===== config.mk =====
export PLATFORM = sky130hd
export DESIGN_NAME = counter_priority_task_scheduler_core
export DESIGN_NICKNAME = d
export VERILOG_FILES = /design/src/cpts_pkg.sv /design/src/cpts_ctrl.sv /design/src/cpts_datapath.sv /design/src/counter_priority_task_scheduler_core.sv
export SDC_FILE = /design/constraint.sdc
export NUM_CORES = 1
export LEC_CHECK = 0
export BUFFER_PORTS_ARGS = -buffer_cell sky130_fd_sc_hd__buf_2
export CAP_MARGIN = 20
export CORE_UTILIZATION = 40
export CTS_BUF_LIST = sky130_fd_sc_hd__clkbuf_4
export DETAILED_ROUTE_END_ITERATION = 8
export PLACE_DENSITY = 0.55
export SETUP_SLACK_MARGIN = 0.02
export SLEW_MARGIN = 20
export SYNTH_ARGS = -nofsm -noshare
export SYNTH_HDL_FRONTEND = slang
export SYNTH_SLANG_ARGS = --single-unit

===== constraint.sdc =====
create_clock -name clk -period 18.7 [get_ports clk]
set_input_delay 0.935 -clock clk [delete_from_list [all_inputs] [get_ports clk]]
set_output_delay 0.935 -clock clk [all_outputs]
set_load 0.1 [all_outputs]

===== src/cpts_pkg.sv =====
// ----------------------------------------------------------------------------
// Scheduler package
// Types, codes and constants shared by the scheduler modules.
// ----------------------------------------------------------------------------
`timescale 1ns / 1ps
package cpts_pkg;

    localparam int TASK_SLOTS = 16;
    localparam int SLOT_W = (TASK_SLOTS > 1) ? $clog2(TASK_SLOTS) : 1;
    localparam logic [9:0] MS_PER_SECOND = 10'd1000;

    typedef enum logic [2:0] {
        OP_TICK   = 3'd0,
        OP_SLEEP  = 3'd1,
        OP_CREATE = 3'd2,
        OP_EXIT   = 3'd3,
        OP_SCHED  = 3'd4
    } op_e;

    typedef enum logic [1:0] {
        ST_RUNNING  = 2'd0,
        ST_SLEEPING = 2'd1,
        ST_EXITED   = 2'd2
    } slot_status_e;

    typedef enum logic [2:0] {
        S_IDLE,
        S_OP,
        S_SCAN,
        S_DECIDE,
        S_RECHARGE,
        S_FINISH
    } state_e;

    typedef struct packed {
        logic [2:0]  operation;
        logic [31:0] now_ms;
        logic [15:0] sleep_seconds;
        logic [3:0]  slot_index;
        logic [6:0]  slot_priority;
    } in_item_t;

    typedef struct packed {
        logic       scheduled;
        logic       switched;
        logic [3:0] chosen_slot;
        logic [3:0] current_slot;
    } out_result_t;

    typedef struct packed {
        logic load;
        logic do_op;
        logic clear;
        logic scan;
        logic recharge;
        logic finish;
    } ctrl_cmd_t;

    typedef struct packed {
        logic run_sel;
        logic scan_last;
        logic need_recharge;
    } ctrl_status_t;

endpackage


===== src/cpts_ctrl.sv =====
// ----------------------------------------------------------------------------
// Scheduler controller
// State machine that sequences the operation, scan and recharge passes.
// ----------------------------------------------------------------------------
`timescale 1ns / 1ps
module cpts_ctrl (
    input  logic                  clk,
    input  logic                  rst_n,
    input  logic                  start,
    output logic                  busy,
    input  cpts_pkg::ctrl_status_t stat,
    output cpts_pkg::ctrl_cmd_t    cmd
);
    import cpts_pkg::*;

    state_e state_reg;
    state_e state_next;

    always_ff @(posedge clk or negedge rst_n)
    begin
        if (!rst_n)
        begin
            state_reg <= S_IDLE;
        end
        else
        begin
            state_reg <= state_next;
        end
    end

    always_comb
    begin
        state_next = state_reg;
        unique case (state_reg)
            S_IDLE:
            begin
                if (start)
                begin
                    state_next = S_OP;
                end
            end
            S_OP:
            begin
                state_next = stat.run_sel ? S_SCAN : S_FINISH;
            end
            S_SCAN:
            begin
                if (stat.scan_last)
                begin
                    state_next = S_DECIDE;
                end
            end
            S_DECIDE:
            begin
                state_next = stat.need_recharge ? S_RECHARGE : S_FINISH;
            end
            S_RECHARGE:
            begin
                if (stat.scan_last)
                begin
                    state_next = S_FINISH;
                end
            end
            S_FINISH:
            begin
                state_next = S_IDLE;
            end
            default:
            begin
                state_next = S_IDLE;
            end
        endcase
    end

    always_comb
    begin
        cmd = '0;
        busy = 1'b1;
        unique case (state_reg)
            S_IDLE:
            begin
                busy = 1'b0;
                cmd.load = start;
            end
            S_OP:
            begin
                cmd.do_op = 1'b1;
                cmd.clear = 1'b1;
            end
            S_SCAN:
            begin
                cmd.scan = 1'b1;
            end
            S_DECIDE:
            begin
                cmd.clear = stat.need_recharge;
            end
            S_RECHARGE:
            begin
                cmd.scan = 1'b1;
                cmd.recharge = 1'b1;
            end
            S_FINISH:
            begin
                cmd.finish = 1'b1;
            end
            default:
            begin
                busy = 1'b1;
            end
        endcase
    end

endmodule


===== src/cpts_datapath.sv =====
// ----------------------------------------------------------------------------
// Scheduler datapath
// Slot table, operation logic, scan unit for wake-up, selection and recharge.
// ----------------------------------------------------------------------------
`timescale 1ns / 1ps
module cpts_datapath (
    input  logic                   clk,
    input  logic                   rst_n,
    input  cpts_pkg::in_item_t     item,
    input  cpts_pkg::ctrl_cmd_t    cmd,
    output cpts_pkg::ctrl_status_t stat,
    output logic                   done,
    output cpts_pkg::out_result_t  result
);
    import cpts_pkg::*;

    in_item_t            item_reg;
    logic [TASK_SLOTS-1:0] present_reg;
    slot_status_e        status_reg [TASK_SLOTS];
    logic [7:0]          counter_reg [TASK_SLOTS];
    logic [6:0]          prio_reg [TASK_SLOTS];
    logic [31:0]         wake_reg [TASK_SLOTS];
    logic [SLOT_W-1:0]   running_reg;
    logic [SLOT_W-1:0]   scan_reg;
    logic                pick_valid_reg;
    logic [SLOT_W-1:0]   pick_reg;
    logic [7:0]          top_reg;
    logic                run_sel_reg;
    logic                done_reg;
    out_result_t         result_reg;

    logic [SLOT_W-1:0]   cur;
    logic                cur_present;
    logic [SLOT_W-1:0]   idx;
    logic                idx_ok;
    logic [6:0]          prio_fix;
    logic [31:0]         wake_new;
    logic                op_run_sel;
    logic                woke;
    slot_status_e        eff_status;
    logic [7:0]          cnt_eff;
    logic                cand;
    logic [SLOT_W-1:0]   final_pick;
    logic                final_sw;

    assign cur = running_reg;
    assign cur_present = present_reg[cur];
    assign idx = SLOT_W'(item_reg.slot_index);
    assign idx_ok = ({28'd0, item_reg.slot_index} < 32'(TASK_SLOTS));
    assign prio_fix = (item_reg.slot_priority == 7'd0) ? 7'd1 : item_reg.slot_priority;
    assign wake_new = item_reg.now_ms
                    + (32'(item_reg.sleep_seconds) * 32'(MS_PER_SECOND));

    always_comb
    begin
        op_run_sel = 1'b0;
        unique case (item_reg.operation)
            OP_TICK:  op_run_sel = cur_present && (counter_reg[cur] <= 8'd1);
            OP_SLEEP: op_run_sel = 1'b1;
            OP_SCHED: op_run_sel = 1'b1;
            default:  op_run_sel = 1'b0;
        endcase
    end

    assign woke = !cmd.recharge && present_reg[scan_reg]
               && (status_reg[scan_reg] != ST_EXITED)
               && (item_reg.now_ms > wake_reg[scan_reg]);
    assign eff_status = woke ? ST_RUNNING : status_reg[scan_reg];
    assign cnt_eff = cmd.recharge
                   ? 8'({1'b0, prio_reg[scan_reg]} + {1'b0, counter_reg[scan_reg][7:1]})
                   : counter_reg[scan_reg];
    assign cand = present_reg[scan_reg] && (eff_status == ST_RUNNING)
               && (!pick_valid_reg || (cnt_eff > top_reg));

    assign final_pick = pick_valid_reg ? pick_reg : '0;
    assign final_sw = run_sel_reg && present_reg[final_pick];

    assign stat.run_sel = op_run_sel;
    assign stat.scan_last = (scan_reg == SLOT_W'(TASK_SLOTS - 1));
    assign stat.need_recharge = pick_valid_reg && (top_reg == 8'd0);

    always_ff @(posedge clk)
    begin
        if (cmd.load)
        begin
            item_reg <= item;
        end
        if (cmd.do_op)
        begin
            unique case (item_reg.operation)
                OP_TICK:
                begin
                    if (cur_present)
                    begin
                        counter_reg[cur] <= (counter_reg[cur] > 8'd1)
                                          ? counter_reg[cur] - 8'd1 : 8'd0;
                    end
                end
                OP_SLEEP:
                begin
                    if (cur_present)
                    begin
                        wake_reg[cur] <= wake_new;
                        status_reg[cur] <= ST_SLEEPING;
                    end
                end
                OP_CREATE:
                begin
                    if (idx_ok)
                    begin
                        status_reg[idx] <= ST_RUNNING;
                        prio_reg[idx] <= prio_fix;
                        counter_reg[idx] <= {1'b0, prio_fix};
                        wake_reg[idx] <= 32'd0;
                    end
                end
                OP_EXIT:
                begin
                    if (idx_ok)
                    begin
                        status_reg[idx] <= ST_EXITED;
                    end
                end
                default:
                begin
                end
            endcase
        end
        if (cmd.scan)
        begin
            if (woke)
            begin
                status_reg[scan_reg] <= ST_RUNNING;
            end
            if (cmd.recharge && present_reg[scan_reg])
            begin
                counter_reg[scan_reg] <= cnt_eff;
            end
        end
        if (cmd.clear)
        begin
            top_reg <= 8'd0;
        end
        else if (cmd.scan && cand)
        begin
            top_reg <= cnt_eff;
            pick_reg <= scan_reg;
        end
        if (cmd.finish)
        begin
            result_reg.scheduled <= run_sel_reg;
            result_reg.switched <= final_sw;
            result_reg.chosen_slot <= run_sel_reg ? 4'(final_pick) : 4'd0;
            result_reg.current_slot <= final_sw ? 4'(final_pick) : 4'(running_reg);
        end
    end

    always_ff @(posedge clk or negedge rst_n)
    begin
        if (!rst_n)
        begin
            present_reg <= '0;
            running_reg <= '0;
            scan_reg <= '0;
            pick_valid_reg <= 1'b0;
            run_sel_reg <= 1'b0;
            done_reg <= 1'b0;
        end
        else
        begin
            done_reg <= cmd.finish;
            if (cmd.do_op)
            begin
                run_sel_reg <= op_run_sel;
                if ((item_reg.operation == OP_CREATE) && idx_ok)
                begin
                    present_reg[idx] <= 1'b1;
                end
            end
            if (cmd.clear)
            begin
                scan_reg <= '0;
                pick_valid_reg <= 1'b0;
            end
            else if (cmd.scan)
            begin
                scan_reg <= scan_reg + SLOT_W'(1);
                if (cand)
                begin
                    pick_valid_reg <= 1'b1;
                end
            end
            if (cmd.finish && final_sw)
            begin
                running_reg <= final_pick;
            end
        end
    end

    assign done = done_reg;
    assign result = result_reg;

endmodule


===== src/counter_priority_task_scheduler_core.sv =====
// ----------------------------------------------------------------------------
// Counter priority task scheduler core
// Time-slice counter scheduler over a table of task slots.
// ----------------------------------------------------------------------------
// Channel   Direction  Handshake             Payload
// item      in         start high, busy low  in_item_t
// result    out        done, one cycle       out_result_t
//
// Create, exit and ticks without selection go from the operation state straight
// to finish. Selection adds a scan of the slot table and a decide state, plus one
// more scan when every running counter is zero; a scan counter walks the table.
// Reset clears the present flags and the current slot; done cannot be stalled.
// ----------------------------------------------------------------------------
`timescale 1ns / 1ps
module counter_priority_task_scheduler_core (
    input  logic                  clk,
    input  logic                  rst_n,
    input  logic                  start,
    output logic                  busy,
    input  cpts_pkg::in_item_t    item,
    output logic                  done,
    output cpts_pkg::out_result_t result
);
    import cpts_pkg::*;

    ctrl_cmd_t    cmd;
    ctrl_status_t stat;

    cpts_ctrl u_ctrl (
        .clk   (clk),
        .rst_n (rst_n),
        .start (start),
        .busy  (busy),
        .stat  (stat),
        .cmd   (cmd)
    );

    cpts_datapath u_datapath (
        .clk    (clk),
        .rst_n  (rst_n),
        .item   (item),
        .cmd    (cmd),
        .stat   (stat),
        .done   (done),
        .result (result)
    );

endmodule


==> metrics, run 1 <==
syn_area_per_cell between 15 and 20 um2; number of max-cap violations 0; Final Skew 106 ps; normalized max-slew margin 31.5%; worst reg2reg path depth 23; Residual DRC 0; GR Overflow Total 0; Post-Synth Adder-Cell Area 6.49%; largest net degree at the start of global routing 102; placed inst area 43800 um2; worst path arrival time between 8000 and 9000 ps; number of CTS-inserted buffers 230; Hold Slack about 220 ps; Synth Area in Compound Gates under 10%; Post-Synth Simple-Gate Area under 10%; Root Driver clkbuf_4; Hold Vio Cnt, Final 0; Post-Syn Nets 2613; Ys Warns 0; HPWL after DPL 63700 um; reg-to-reg startpoint u_datapath.item_reg[11]; Least-Margin Pin Slew 1030 ps; Netlist cell types 70; routability cong. 0.861; EDFF count, synth 860; drt wl/cell roughly 25 um; Yosys reg bits around 900; number of H-tree levels 4; worst skew pair latency 1180 ps; clock transition at the registers of the reported paths 80 ps; setup slack, reg-to-reg 10840 ps; ANT nets after route 0; routed via count 23332; sequential area share after synthesis 64.3%; wirelength, routed about 110000 um; CTS tree yes; reg2reg end u_datapath.wake_reg[0][28]; vias in the first global route roughly 25000; setup_tns 0 ps; mux share of post-synthesis cell area ~17%; Starting DRT DRC Count slightly above 2000; Max Fclk around 0.13 GHz; Setup CP Type reg2reg; Die ar. 105000 um2; worst-path maximum fanout 16; largest family of logic cells by synthesized area multiplexers; initial core utilization 40.6%; post_cts resized 0; die width 324 um; via density per instance 5.51; post-synthesis xor/xnor area fraction 0.990%; status completed; RSZ-0062 raised after global routing false; # port buffers 76; CP startpoint kind register; Post-synth ARST share 3.34%; share of layout cells above drive strength 1 29.7%; Hold Path Sink u_ctrl.state_reg[0]; Final Setup Violations 0; post-synth design cell area 41600 um2; first-pass GRT wire length 159000 um; Clock Path Buffers 3; Final min period 7860 ps; max-slew violation count 0; initial antenna violation count 2; Boundary Pins just under 80; hold path startpoint start; DR pass1 iterations 6; Synth Flop Type edfxtp_1; finished layout cell area 47400 um2; FILL cells 8976; chip height 324 um; Core Region 102000 um2; synthesized instance count approximately 2400; area delta synth->final 14.0%; HP Class in2reg; CTS Sinks 898; CP startpoint u_datapath.item_reg[11]; All-Layer GR Usage 20.6%; Data required, critical path about 19000 ps; Hold Path Depth 4; max reg flops 512; period utilisation layout 42.0%; Final nets 2926; Critical Path Sink Type register; # rows approximately 120
-- critical path, stage by stage (launching register included) --
cell      delay [ps]
edfxtp_1         500
fa_1             570
fa_1             530
inv_1             60
fa_1             480
fa_1             520
inv_1             40
ha_1             330
o21ai_0          300
a21oi_1          120
o211ai_1         180
nand2_1          120
a211oi_1         610
o31ai_1          160
a211oi_1         280
nor3_1            90
ha_1             220
a21o_1           190
a21oi_1          240
nand2b_1         190
a211o_1          270
a31oi_1          560
o21ai_0          200
a21oi_1          720
-- per-stage QoR --
step / setup slack [ps] / instances / utilization, %
detailed placement: 11050 / 3750 / 42.7
finish: 10840 / 4231 / 46.2
global placement: 11200 / 3750 / 42.7
global route: 10330 / 4231 / 46.2
CTS: 10910 / 4224 / 46.2
floorplan: 11440 / 2366 / -
-- synth_stat cells, drive strengths merged (6+ instances only) --
cell	n	area, um2
xnor2	24	210
mux2i	13	134
dfrtp	30	751
mux4	301	6800
dfxtp	8	160
or2	21	131
clkbuf	63	236
edfxtp	860	25800
o211ai	9	67.6
nand2b	18	113
mux2	11	124
nand2	68	255
nor2	121	454
a211oi	16	120
nand4	7	43.8
and2	19	119
fa	56	1120
nor4	8	50.1
a21o	30	225
inv	148	556
nand3	47	235
a31oi	8	50.1
nor2b	18	113
nor3	34	180
ha	126	1580
nand3b	6	45.0
nor4b	6	52.6
and3	14	87.6
xor2	23	201
o21bai	7	52.6
or3	15	93.8
a21oi	78	394
buf	47	241
o21ai	41	205
o21a	9	67.6
-- per-layer routing --
metal  GRT usage, %  part of all wire, %  wire length (um)
met1           27.0                   42             44900
met4           7.19                  2.4              2580
met5              0                    0                 0
met2           34.2                   50             53100
met3           3.92                  5.4              5740
-- layout make-up --
class                      count  area (um2)  share of cell area [%]
inverter                     148         558                    1.18
timing repair buffer         191        1440                    3.04
clock inverter                90         529                    1.12
clock buffer                 321        2410                    5.09
tap                         1368        1710                    3.61
multi-input combinational   1210       14000                    29.5
antenna                        5        12.5                  0.0264
sequential                   898       26700                    56.4
-- repair_timing --
action	4_1_cts	5_1_grt
hold endpoints to repair	92	0
hold buffers	63	0
setup buffers	0	0
-- worst max path at each step --
stage / end / slack (ps) / cells past startpoint
after floorplan: u_datapath.wake_reg[0][27] / 11440 / 20
after global placement: u_datapath.wake_reg[13][28] / 11200 / 23
after detailed placement: u_datapath.wake_reg[14][26] / 11050 / 23
after CTS: u_datapath.wake_reg[0][28] / 10910 / 23
after global routing: u_datapath.wake_reg[0][28] / 10330 / 23
final: u_datapath.wake_reg[0][28] / 10840 / 23
-- cell families after synthesis --
kind of cell / count (synthesis)
adder cells (fa/ha/maj): 182
multiplexers: 325
AO/OA/AOI/OAI: 243
flip-flops: 898
AND/OR/NAND/NOR: 413
buffers and inverters: 258
XOR/XNOR: 47
-- layout by cell type, fill, tap and decap left out, types with 9 or more instances in the layout --
| cell type | n |
|---|---|
| fa_1 | 56 |
| o21a_1 | 9 |
| nand3_1 | 47 |
| dlygate4sd3_1 | 63 |
| and3_1 | 13 |
| clkbuf_4 | 322 |
| xnor2_1 | 24 |
| a211oi_1 | 16 |
| mux2_2 | 11 |
| nor3_1 | 31 |
| nor2b_1 | 18 |
| nor2_1 | 103 |
| nand2b_1 | 18 |
| dfrtp_1 | 26 |
| or3_1 | 15 |
| clkinv_2 | 14 |
| buf_4 | 48 |
| a21oi_2 | 11 |
| nand2_1 | 68 |
| nor2_4 | 17 |
| mux2i_1 | 12 |
| and2_1 | 17 |
| edfxtp_1 | 860 |
| a21o_1 | 30 |
| o21ai_0 | 40 |
| clkinv_1 | 58 |
| a21oi_1 | 67 |
| xor2_1 | 23 |
| mux4_2 | 295 |
| o211ai_1 | 9 |
| inv_1 | 147 |
| or2_2 | 21 |
| ha_1 | 126 |
| buf_2 | 76 |
Power of run 1 is left out: the tool's default activity adds up to more than one toggle a clock period on the data nets, which glitch-free logic cannot reach.
==> run 2, diff against run 1 <==
--- a/config.mk
+++ b/config.mk
@@ -5,12 +5,13 @@
 export SDC_FILE = /design/constraint.sdc
 export NUM_CORES = 1
 export LEC_CHECK = 0
+export ABC_AREA = 1
 export BUFFER_PORTS_ARGS = -buffer_cell sky130_fd_sc_hd__buf_2
 export CAP_MARGIN = 20
 export CORE_UTILIZATION = 40
 export CTS_BUF_LIST = sky130_fd_sc_hd__clkbuf_4
 export DETAILED_ROUTE_END_ITERATION = 8
-export PLACE_DENSITY = 0.55
+export PLACE_DENSITY = 0.57
 export SETUP_SLACK_MARGIN = 0.02
 export SLEW_MARGIN = 20
 export SYNTH_ARGS = -nofsm -noshare
==> constraint.sdc (replaced) <==
create_clock -name clk -period 7 [get_ports clk]
set_input_delay 0.35 -clock clk [delete_from_list [all_inputs] [get_ports clk]]
set_output_delay 0.35 -clock clk [all_outputs]
set_load 0.1 [all_outputs]
==> run 2 against run 1 <==
Clock skew decreased by 14 ps. Area after synthesis increased by 1.2%. First-iteration DRC count increased by 39%. Critical path type unchanged. Highest routed layer unchanged.
==> metrics, run 2 <==
worst skew pair latency 1140 ps; period utilisation layout 93.2%; ANT nets after route 0; wirelength, routed 119000 um; initial antenna violation count 3; worst reg2reg path depth 21; # port buffers 76; sequential area share after synthesis 63.5%; setup slack, reg-to-reg approximately 480 ps; routed via count 30658; worst path cell trace fa_1 -> fa_1 -> inv_1 -> fa_1 -> fa_1 -> inv_1 -> ha_1 -> a21oi_1 -> nand2_1 -> a21oi_1 -> o21ai_0 -> nor2_1 -> o21ai_0 -> buf_4 -> xor2_1 -> ha_1 -> nand2_1 -> o21ai_0 -> a21oi_1 -> xor2_1 -> nor2_1; number of H-tree levels 4; Synth Flop Type edfxtp_1; Least-Margin Pin Slew 1090 ps; Final min period 6520 ps; Netlist cell types 51; status completed; Boundary Pins 77; Final Setup Violations 0; Yosys reg bits 898; Synth top area share 61.4%; Post-Syn Nets 4030; first-pass GRT wire length 179000 um; Max Fclk ~0.15 GHz; normalized max-slew margin ~27%; DR pass1 iterations 7; cell taking the most area after synthesis edfxtp_1; syn_area_per_cell 11.1 um2; Core Region 104000 um2; Die ar. 107000 um2; Starting DRT DRC Count 2832; Slowest-stage cell, CP nor2_1; CTS tree yes; largest net degree at the start of global routing 139; Hold Path Sink u_ctrl.state_reg[0]; GR Overflow Total 0; via density per instance 5.44; Post-synth ARST share about 3.3%; Critical Path Sink Type register; initial core utilization 40.5%; All-Layer GR Usage 22.1%; Post CTS Setup Buffer Count 0; mux share of post-synthesis cell area 0.0238%; most frequent cells in the layout edfxtp_1, nor2_1, o21ai_0; Crit path max-delay family adder cells; EDFF count, synth 860; Clock Path Buffers 3; Setup CP Type reg2reg; Root Driver clkbuf_4; number of CTS-inserted buffers between 200 and 250; chip height ~330 um; Hold Vio Cnt, Final 0; # rows 118; Worst Path Buf+Inv 3; commonest non-fill, non-tap cell in the layout edfxtp_1; highest cell delay on the worst timing path 830 ps; setup_tns 0 ps; worst path arrival time 7250 ps; share of layout cells above drive strength 1 12.7%; CP most frequent cell fa_1; max reg flops 512; die width 326 um; Data required, critical path just under 8000 ps; HPWL after DPL between 60000 and 70000 um; Ys Warns 0; drt wl/cell 21.1 um; reg-to-reg startpoint u_datapath.item_reg[11]; post-synth design cell area 42100 um2; Synth Area in Compound Gates roughly an eighth; reg2reg end u_datapath.wake_reg[2][19]; routability cong. 0.869; FILL cells 9623; Hold Path Depth 4; Synth area leaders edfxtp_1, o21ai_0, nor2_1, nand2_1, ha_1; CP startpoint kind register; CP startpoint u_datapath.item_reg[11]; Final Skew 91.9 ps; Final nets 4328; RSZ-0062 raised after global routing false; vias in the first global route around 30000; area delta synth->final 14.6%; cell with the most instances after synthesis edfxtp_1; Post-Synth Adder-Cell Area 6.41%; Post-Synth Simple-Gate Area 12.0%; synthesized instance count 3783; largest family of logic cells by synthesized area compound AO/OA/AOI/OAI gates; CTS Sinks between 800 and 900; clock transition at the registers of the reported paths roughly 70 ps; top cells by count, synth edfxtp_1, nor2_1, o21ai_0; post-synthesis xor/xnor area fraction less than 1%; Residual DRC 0; HP Class in2reg; max-slew violation count 0; worst-path maximum fanout 16; hold path startpoint start; number of max-cap violations 0
[run 2: how the worst max path moves through the flow]
stage,depth (start not counted),slack [ps],endpoint
after global placement,26,310,u_datapath.wake_reg[3][26]
final,21,480,u_datapath.wake_reg[2][19]
after floorplan,23,1020,u_datapath.wake_reg[0][27]
after detailed placement,24,160,u_datapath.wake_reg[4][31]
after global routing,21,30,u_datapath.wake_reg[2][19]
after CTS,24,100,u_datapath.wake_reg[2][31]
[run 2: final cells by class]
| type | count | area (um2) | area share [%] |
|---|---|---|---|
| repair buffers | 274 | 2270 | 4.71 |
| multi-input cells | 2436 | 13800 | 28.5 |
| clock inverters | 75 | 369 | 0.765 |
| flip-flops and latches | 898 | 26700 | 55.4 |
| well taps | 1380 | 1730 | 3.58 |
| diodes | 8 | 20.0 | 0.0415 |
| clock buffers | 322 | 2420 | 5.01 |
| inverters | 246 | 936 | 1.94 |
[run 2: metal layers]
| layer | global-route usage [%] | part of all wire [%] | vias to the layer above |
|---|---|---|---|
| met5 | 0 | 0 | - |
| met2 | 36.5 | 48 | 1065 |
| li1 | - | - | 14323 |
| met4 | 6.24 | 1.6 | 0 |
| met3 | 4.01 | 6.6 | 143 |
| met1 | 29.7 | 44 | 15127 |
[run 2: cells by family after synthesis]
kind of cell               count (synthesis)
and+or+nand+nor                         1262
DFF                                      898
xor gates and xnor gates                  41
buffers and inverters                    449
AOI/OAI and AO/OA                        950
adders and majority gates                182
muxes                                      1
[run 2: worst min-delay path: stages]
cell and delay [ps]:
dlygate4sd3_1 520, buf_2 130, o21ai_0 80, a21oi_1 110
[run 2: repair_timing]
| item | in CTS | in global routing |
|---|---|---|
| setup endpoints to repair | 0 | 112 |
| hold endpoints to repair | 107 | 0 |
| gates resized for setup | 0 | 15 |
| hold buffers | 128 | 0 |
[run 2: through the flow]
stage,hold slack [ps],setup WS [ps],cells,instance area [um2],utilization (%)
floorplan,54.4,1020,3783,42100,-
finish,105,478,5639,48200,46.4
global placement,465,314,5106,44100,42.4
global route,148,27.5,5639,48200,46.4
detailed placement,463,159,5106,44100,42.4
CTS,0.581,102,5631,48200,46.3
Power of run 2 is left out for the same reason.
